===== config.mk =====
export PLATFORM = sky130hd
export DESIGN_NAME = stack_machine_alu
export DESIGN_NICKNAME = d
export VERILOG_FILES = /design/src/design/sma_pkg.sv /design/src/design/sma_ctrl.sv /design/src/design/sma_datapath.sv /design/src/design/stack_machine_alu.sv
export SDC_FILE = /design/constraint.sdc
export NUM_CORES = 2
export LEC_CHECK = 0
export BUFFER_PORTS_ARGS = -buffer_cell sky130_fd_sc_hd__buf_4
export CAP_MARGIN = 20
export CORE_UTILIZATION = 25
export CTS_CLUSTER_DIAMETER = 40
export DETAILED_ROUTE_END_ITERATION = 10
export SLEW_MARGIN = 20
export SYNTH_ARGS = -nofsm -noshare
export SYNTH_HDL_FRONTEND = slang
export SYNTH_SLANG_ARGS = --single-unit

===== constraint.sdc =====
create_clock -name clk_i -period 12.6 [get_ports clk_i]
set_clock_uncertainty 0.1 [all_clocks]
set_input_delay 0 -clock clk_i [delete_from_list [all_inputs] [get_ports clk_i]]
set_output_delay 0 -clock clk_i [all_outputs]
set_load 0.01 [all_outputs]

===== src/design/sma_pkg.sv =====
// Package for the stack machine execution unit.
// Holds operation and status codes, state encoding and shared types.
// No dependencies.
package sma_pkg;

  localparam int unsigned StackDepthDefault = 64;
  localparam int unsigned DataWidth = 32;
  localparam int unsigned DepthWidth = 7;

  typedef enum logic [3:0] {
    FUNC_ADD = 4'd0,
    FUNC_SUB = 4'd1,
    FUNC_MUL = 4'd2,
    FUNC_DIV = 4'd3,
    FUNC_REM = 4'd4,
    FUNC_NOT = 4'd5,
    FUNC_GT = 4'd6,
    FUNC_DUP = 4'd7,
    FUNC_SWAP = 4'd8,
    FUNC_DISC = 4'd9,
    FUNC_PUSH = 4'd10
  } func_e;

  localparam logic [1:0] STATUS_OK = 2'd0;
  localparam logic [1:0] STATUS_BAD_DIGIT = 2'd1;
  localparam logic [1:0] STATUS_OVERFLOW = 2'd2;

  localparam logic [7:0] CharZero = 8'h30;
  localparam logic [7:0] CharNine = 8'h39;
  localparam logic [7:0] CharLowA = 8'h61;
  localparam logic [7:0] CharLowF = 8'h66;
  localparam logic [3:0] DigitTen = 4'ha;

  typedef enum logic [3:0] {
    ST_IDLE,
    ST_POP_B,
    ST_POP_A,
    ST_DIV_INIT,
    ST_DIV_RUN,
    ST_COMPUTE,
    ST_PUSH_1,
    ST_PUSH_2,
    ST_PEEK,
    ST_PEEK_WAIT,
    ST_DONE
  } state_e;

  typedef enum logic [1:0] {
    PUSH_RES,
    PUSH_B,
    PUSH_A
  } push_sel_e;

  typedef struct packed {
    logic    pop_b;
    logic    pop_a;
    logic    div_init;
    logic    div_step;
    logic    compute;
    logic    push;
    push_sel_e push_sel;
    logic    peek;
    logic    peek_load;
    logic    start;
    logic    set_bad_digit;
  } ctrl_t;

  typedef struct packed {
    logic empty;
    logic full;
    logic div_done;
    logic digit_ok;
  } stat_t;

endpackage


===== src/design/sma_ctrl.sv =====
// Controller state machine of the stack machine execution unit.
// Sequences pops, divide steps, pushes and the top read. Uses sma_pkg.
module sma_ctrl import sma_pkg::*; (
  input  logic       clk_i,
  input  logic       rst_ni,
  input  logic       in_valid,
  output logic       in_stall,
  input  logic [3:0] func_i,
  output logic       out_valid,
  input  logic       out_stall,
  input  stat_t      stat_i,
  output ctrl_t      ctrl_o
);

  state_e state_q, state_d;
  logic [3:0] func_q, func_d;

  always_ff @(posedge clk_i or negedge rst_ni) begin
    if (!rst_ni) begin
      state_q <= ST_IDLE;
      func_q <= 4'd0;
    end else begin
      state_q <= state_d;
      func_q <= func_d;
    end
  end

  always_comb begin
    state_d = state_q;
    func_d = func_q;
    ctrl_o = '0;
    ctrl_o.push_sel = PUSH_RES;
    in_stall = 1'b1;
    out_valid = 1'b0;
    unique case (state_q)
      ST_IDLE: begin
        in_stall = 1'b0;
        if (in_valid) begin
          func_d = func_i;
          ctrl_o.start = 1'b1;
          if (func_i == FUNC_PUSH) begin
            if (stat_i.digit_ok) begin
              state_d = ST_PUSH_1;
            end else begin
              ctrl_o.set_bad_digit = 1'b1;
              state_d = ST_PEEK;
            end
          end else if (func_i <= FUNC_DISC) begin
            state_d = ST_POP_B;
          end else begin
            state_d = ST_PEEK;
          end
        end
      end
      ST_POP_B: begin
        ctrl_o.pop_b = 1'b1;
        if (func_q == FUNC_NOT || func_q == FUNC_DUP || func_q == FUNC_DISC) begin
          state_d = (func_q == FUNC_DISC) ? ST_PEEK : ST_COMPUTE;
        end else begin
          state_d = ST_POP_A;
        end
      end
      ST_POP_A: begin
        ctrl_o.pop_a = 1'b1;
        state_d = (func_q == FUNC_DIV || func_q == FUNC_REM) ? ST_DIV_INIT : ST_COMPUTE;
      end
      ST_DIV_INIT: begin
        ctrl_o.div_init = 1'b1;
        state_d = ST_DIV_RUN;
      end
      ST_DIV_RUN: begin
        ctrl_o.div_step = 1'b1;
        if (stat_i.div_done) begin
          state_d = ST_COMPUTE;
        end
      end
      ST_COMPUTE: begin
        ctrl_o.compute = 1'b1;
        state_d = ST_PUSH_1;
      end
      ST_PUSH_1: begin
        ctrl_o.push = 1'b1;
        ctrl_o.push_sel = (func_q == FUNC_SWAP) ? PUSH_B : PUSH_RES;
        state_d = (func_q == FUNC_DUP || func_q == FUNC_SWAP) ? ST_PUSH_2 : ST_PEEK;
      end
      ST_PUSH_2: begin
        ctrl_o.push = 1'b1;
        ctrl_o.push_sel = (func_q == FUNC_SWAP) ? PUSH_A : PUSH_RES;
        state_d = ST_PEEK;
      end
      ST_PEEK: begin
        ctrl_o.peek = 1'b1;
        state_d = ST_PEEK_WAIT;
      end
      ST_PEEK_WAIT: begin
        ctrl_o.peek_load = 1'b1;
        state_d = ST_DONE;
      end
      ST_DONE: begin
        out_valid = 1'b1;
        if (!out_stall) begin
          state_d = ST_IDLE;
        end
      end
      default: state_d = ST_IDLE;
    endcase
  end

endmodule


===== src/design/sma_datapath.sv =====
// Datapath of the stack machine execution unit: stack memory, pointer,
// operand registers, radix-2 divider and result registers. Uses sma_pkg.
module sma_datapath import sma_pkg::*; #(
  parameter int unsigned StackDepth = StackDepthDefault
) (
  input  logic                  clk_i,
  input  logic                  rst_ni,
  input  logic [3:0]            func_i,
  input  logic [7:0]            char_code_i,
  input  ctrl_t                 ctrl_i,
  output stat_t                 stat_o,
  output logic [1:0]            status_o,
  output logic signed [31:0]    top_value_o,
  output logic [DepthWidth-1:0] depth_o
);

  localparam int unsigned AddrW = (StackDepth > 1) ? $clog2(StackDepth) : 1;
  localparam int unsigned PtrW = $clog2(StackDepth + 1);

  logic [31:0] mem [StackDepth];
  logic [PtrW-1:0] sp_q;
  logic [31:0] a_q, b_q, res_q, rd_q, top_q;
  logic [3:0] func_q;
  logic [1:0] status_q;
  logic [31:0] rem_q, quo_q, dvs_q;
  logic [5:0] cnt_q;
  logic neg_a_q, neg_q, zero_q;

  logic [AddrW-1:0] wr_addr, rd_addr, pop_addr, next_addr;
  logic [31:0] push_data, pop_val;
  logic empty, full;
  logic [3:0] digit;
  logic is_dec, is_hex;
  logic [32:0] trial;
  logic [31:0] rem_sh;
  logic [31:0] ua, ub;

  assign empty = (sp_q == '0);
  assign full = (sp_q >= PtrW'(StackDepth));
  assign is_dec = (char_code_i >= CharZero) && (char_code_i <= CharNine);
  assign is_hex = (char_code_i >= CharLowA) && (char_code_i <= CharLowF);
  assign digit = is_dec ? 4'(char_code_i - CharZero) : 4'(char_code_i - CharLowA + 8'(DigitTen));

  assign stat_o.empty = empty;
  assign stat_o.full = full;
  assign stat_o.div_done = (cnt_q == 6'd32);
  assign stat_o.digit_ok = is_dec || is_hex;

  assign pop_addr = AddrW'(sp_q - 1'b1);
  assign next_addr = AddrW'(sp_q - 2'd2);
  assign wr_addr = AddrW'(sp_q);
  assign rd_addr = ctrl_i.pop_b ? next_addr : pop_addr;

  always_comb begin
    case (ctrl_i.push_sel)
      PUSH_B: push_data = b_q;
      PUSH_A: push_data = a_q;
      default: push_data = res_q;
    endcase
  end

  always_ff @(posedge clk_i) begin
    if (ctrl_i.push && !full) begin
      mem[wr_addr] <= push_data;
    end
    rd_q <= mem[rd_addr];
  end

  // The read port fetches the entry below the top while the first pop is
  // taken, so the second pop finds its operand already registered.
  assign pop_val = empty ? 32'd0 : rd_q;

  assign ua = a_q[31] ? 32'(-a_q) : a_q;
  assign ub = b_q[31] ? 32'(-b_q) : b_q;
  assign rem_sh = {rem_q[30:0], quo_q[31]};
  assign trial = {1'b0, rem_sh} - {1'b0, dvs_q};

  always_ff @(posedge clk_i or negedge rst_ni) begin
    if (!rst_ni) begin
      sp_q <= '0;
      cnt_q <= '0;
      status_q <= STATUS_OK;
    end else begin
      if (ctrl_i.start) begin
        status_q <= ctrl_i.set_bad_digit ? STATUS_BAD_DIGIT : STATUS_OK;
      end
      if ((ctrl_i.pop_a || ctrl_i.pop_b) && !empty) begin
        sp_q <= sp_q - 1'b1;
      end
      if (ctrl_i.push) begin
        if (full) begin
          status_q <= STATUS_OVERFLOW;
        end else begin
          sp_q <= sp_q + 1'b1;
        end
      end
      if (ctrl_i.div_init) begin
        cnt_q <= '0;
      end else if (ctrl_i.div_step && cnt_q != 6'd32) begin
        cnt_q <= cnt_q + 1'b1;
      end
    end
  end

  always_ff @(posedge clk_i) begin
    if (ctrl_i.start) begin
      func_q <= func_i;
      a_q <= '0;
    end
    if (ctrl_i.pop_b) begin
      b_q <= pop_val;
    end
    if (ctrl_i.pop_a) begin
      a_q <= pop_val;
    end
    if (ctrl_i.div_init) begin
      quo_q <= ua;
      dvs_q <= ub;
      rem_q <= '0;
      neg_a_q <= a_q[31];
      neg_q <= a_q[31] ^ b_q[31];
      zero_q <= (b_q == '0);
    end else if (ctrl_i.div_step && cnt_q != 6'd32) begin
      if (!trial[32]) begin
        rem_q <= trial[31:0];
        quo_q <= {quo_q[30:0], 1'b1};
      end else begin
        rem_q <= rem_sh;
        quo_q <= {quo_q[30:0], 1'b0};
      end
    end
    if (ctrl_i.start) begin
      res_q <= {28'd0, digit};
    end else if (ctrl_i.compute) begin
      case (func_q)
        FUNC_ADD: res_q <= a_q + b_q;
        FUNC_SUB: res_q <= a_q - b_q;
        FUNC_MUL: res_q <= 32'(a_q * b_q);
        FUNC_DIV: res_q <= zero_q ? 32'd0 : (neg_q ? 32'(-quo_q) : quo_q);
        FUNC_REM: res_q <= zero_q ? 32'd0 : (neg_a_q ? 32'(-rem_q) : rem_q);
        FUNC_NOT: res_q <= {31'd0, b_q == '0};
        FUNC_GT: res_q <= {31'd0, $signed(a_q) > $signed(b_q)};
        FUNC_DUP: res_q <= b_q;
        default: res_q <= res_q;
      endcase
    end
    if (ctrl_i.peek_load) begin
      top_q <= empty ? 32'd0 : rd_q;
    end
  end

  assign status_o = status_q;
  assign top_value_o = $signed(top_q);
  assign depth_o = DepthWidth'(sp_q);

endmodule


===== src/design/stack_machine_alu.sv =====
// Channel | signals                          | direction
// in      | in_valid, in_stall, func, char   | item in, one operation
// out     | out_valid, out_stall, status etc | item out, one result
// Divide and remainder use a radix-2 shift-subtract divider that forms
// their 32 quotient bits in turn. The stack is a memory with one write
// port and a registered read port. Reset clears the stack pointer and the
// controller; the memory itself is not cleared. A stalled result holds,
// and no new item is taken until it has gone.
module stack_machine_alu import sma_pkg::*; #(
  parameter int unsigned StackDepth = StackDepthDefault
) (
  input  logic                  clk_i,
  input  logic                  rst_ni,
  input  logic                  in_valid,
  output logic                  in_stall,
  input  logic [3:0]            func_i,
  input  logic [7:0]            char_code_i,
  output logic                  out_valid,
  input  logic                  out_stall,
  output logic [1:0]            status_o,
  output logic signed [31:0]    top_value_o,
  output logic [DepthWidth-1:0] depth_o
);

  ctrl_t ctrl;
  stat_t stat;

  sma_ctrl u_ctrl (
    .clk_i, .rst_ni, .in_valid, .in_stall, .func_i,
    .out_valid, .out_stall, .stat_i(stat), .ctrl_o(ctrl)
  );

  sma_datapath #(.StackDepth(StackDepth)) u_dp (
    .clk_i, .rst_ni, .func_i, .char_code_i, .ctrl_i(ctrl), .stat_o(stat),
    .status_o, .top_value_o, .depth_o
  );

endmodule


==> results.yml <==
sta:
  hold_viol: 0
  timing.final.crit_share_pct: 65.83
  rsz0062_at_grt: "false"
  period_needed_ns: 8.294
  finalSetupViolations: 0
  fmax_mhz: 120.6
  worst_pin_slew_ns: 1.143
  slew_violations: 0
  tns_ns: 0
  slew_headroom_pct: 21.80
synth:
  synth-seq-cells: 2334
  ys.flop_type: "edfxtp_1"
  synth_cell_type_count: 88
  yosys_warnings: 0
  ys_seq_area_share_pct: 60.54
  ys_async_sr_fraction_pct: 0.9854
  avgSynthCellArea_sq_um: 15.45
  synth.net_count: 8047
  netlist_area_sq_mm: 0.1141
  syn_inst: 7382
  synth-edff-count: 2219
global_route:
  antenna_found_initial: 11
  grt_overflow: 0
  grt_pass1_vias: 69321
  grt_pass1_wl_um: 472500
  grt_max_degree: 130
  grt_usage_pct: 13.65
placed_design:
  place_inst: 13179
  hpwlAfterDp_um: 201300
  place.gp.congestion: 0.8941
  io_buffers: 58
detailed_routing:
  wirelength_met1_um: 131600
  drt-pass1-iter-count: 9
  wl_met2_um: 158700
  routed_wl_um: 320400
  drc: 2
  drt.antenna.violating_nets: 0
  top_layer_used: "met5"
  wl_per_cell_um: 23.19
  routed_via_density: 4.786
  route.met3.wl_um: 18870
  via_count: 66128
  drt_iter0_drc: 5963
floorplanning:
  fp.dieH_um: 677.5
  ios: 59
  dieArea_sq_mm: 0.4590
  num_rows: 247
  coreArea_sq_mm: 0.4534
  die_w_um: 677.5
  start_util_pct: 25.16
worst_hold_path:
  hold_path_class: "input pin to asynchronous set/reset pin"
clock_network:
  post_cts_resized: 0
  cts.clk_slew.worst_paths_ns: 0.05
  cts_root_buf: "clkbuf_16"
  htreeDepth: 5
  cts_made_buffers: 334
  cts.path.max_buffers: 4
  numClockSinks: 2334
  cts_tree: "built"
  clk_latency_ns: 0.92
finish:
  stdcell_count: 13817
  multi_input_area_sq_mm: 0.04233
  regArea_sq_mm: 0.06905
  fillCellCount: 44218
  area_growth_pct: 17.98
  nets: 8231
  drive_gt1_share_pct: 19.06
critical_path:
  timing.rr.start: "u_dp.a_q[3]"
  ff2ff_setup_slack_ns: 4.31
  crit_required_ns: 13.22
  critPathKind: "flip-flop to flip-flop"
  crit_arrival_ns: 8.92
  worstPathMaxFanout: 23
  cp-start-kind: "flip-flop"
  worstReg2RegEnd: "u_dp.res_q[28]"
  cp-end-kind: "flip-flop"
  rr_worst_depth: 23
job:
  maxCapViolations: 0
run_status:
  run_status: "finished with violations"
  violations: "DRC"
## placed cells by master (no fill, tap or decap), types with 152 or more instances in the layout
cell type and count:
mux4_2 544, inv_1 507, ha_1 236, nor2b_1 154, and2_1 295, mux2i_1 152
nand2_1 459, o21ai_0 176, edfxtp_1 2219, fa_1 411, clkbuf_16 335, buf_4 257
nor2_1 185, a21oi_1 275
## cells in the mapped netlist (13+ instances only)
master	n	area share [%]
buf_2	60	0.26
fa_1	411	7.2
buf_1	27	0.089
a21oi_1	276	1.2
a21o_1	49	0.32
or3_1	22	0.12
clkbuf_1	356	1.2
dfrtp_1	23	0.50
inv_1	507	1.7
nor2b_1	154	0.84
ha_1	238	2.6
or4_1	19	0.13
o41ai_1	23	0.18
a31oi_1	15	0.082
nor2_1	253	0.83
a22oi_1	39	0.26
dfxtp_1	92	1.6
nand2_1	459	1.5
xnor2_1	151	1.2
edfxtp_1	2219	58
a221oi_1	22	0.17
o311ai_0	19	0.15
mux4_2	544	11
o221ai_1	15	0.12
nand3_1	61	0.27
and3_1	41	0.22
nor4_1	21	0.12
o21ai_0	208	0.91
o22ai_1	13	0.071
mux2i_1	153	1.3
nor3_1	53	0.23
nand4_1	17	0.093
nand2b_1	37	0.20
o31ai_1	41	0.27
o21bai_1	22	0.14
a211oi_1	149	0.98
o21a_1	14	0.092
xor2_1	111	0.85
and2_1	295	1.6
## final cells by class
cell class / count / share of cell area (%)
Inverter: 509 / 1.420
Tap cell: 5976 / 5.556
Sequential cell: 2334 / 51.31
Timing Repair Buffer: 292 / 1.778
Multi-Input combinational cell: 4095 / 31.45
Antenna cell: 3 / 0.005578
Clock inverter: 227 / 2.076
Clock buffer: 381 / 6.402
## state kept, by name, indices dropped and copies added (netlist names), 6 cells and up
signal            count
u_dp.b_q             32
u_dp.dvs_q           32
u_dp.rd_q            32
u_dp.mem           2048
u_dp.depth_o          7
u_dp.cnt_q            6
u_dp.quo_q           32
u_dp.top_value_o     32
u_dp.res_q           32
u_dp.a_q             32
u_dp.rem_q           32
## layer usage
metal,track usage (%),vias to the layer above
li1,-,28193
met1,17.72,34890
met2,23.32,2420
met3,1.899,621
met4,4.706,4
met5,0,-
## worst max-delay path, cell delays in order (launching register included)
cell,delay (ns)
edfxtp_1,0.73
buf_4,0.53
nand2_1,0.15
fa_1,0.40
inv_1,0.08
fa_1,0.43
fa_1,0.52
inv_1,0.06
fa_1,0.49
inv_1,0.05
ha_1,0.27
ha_1,0.30
fa_1,0.52
fa_1,0.43
ha_1,0.36
o21a_1,0.16
a221oi_1,0.27
o21ai_0,0.15
a311oi_1,0.65
o21ai_1,0.38
a2111oi_2,0.58
nor4_1,0.12
o32a_1,0.35
a21oi_1,0.13
## stage by stage
| stage | util, % | cell area, sq um | hold slack, ns | worst slack, ns |
|---|---|---|---|---|
| after floorplan | - | 114100 | -0.3956 | 5.258 |
| after global placement | 27.10 | 122900 | -0.1585 | 4.353 |
| after detailed placement | 27.10 | 122900 | -0.1510 | 4.426 |
| after CTS | 29.67 | 134500 | 0.05363 | 4.379 |
| after global routing | 29.68 | 134600 | 0.1472 | 3.921 |
| final | 29.68 | 134600 | 0.1192 | 4.306 |
## timing repair
item | 4_1_cts | 5_1_grt
setup buffers | 0 | 0
endpoints found under the hold margin | 53 | 0
setup endpoints to repair | 0 | 0
hold buffers | 25 | 0
## how the worst max path moves through the flow
stage | start | endpoint | slack [ns] | cells past startpoint
floorplan | u_dp.b_q[10] | u_dp.res_q[31] | 5.26 | 27
global placement | u_dp.a_q[3] | u_dp.res_q[28] | 4.35 | 23
detailed placement | u_dp.a_q[3] | u_dp.res_q[28] | 4.43 | 23
CTS | u_dp.a_q[6] | u_dp.res_q[28] | 4.38 | 24
global route | u_dp.a_q[0] | u_dp.res_q[29] | 3.92 | 25
finish | u_dp.a_q[3] | u_dp.res_q[28] | 4.31 | 23
## kinds of logic after synthesis
kind of cell	share of synthesized area [%]
XOR/XNOR	2.091
AO/OA/AOI/OAI	5.740
adder cells (fa/ha/maj)	9.824
multiplexers	12.08
flip-flops	60.54
buffers and inverters	3.208
AND/OR/NAND/NOR	6.517
Power is not shown: default switching activity piles up to over one toggle a cycle in this logic, so the estimate is an artifact.
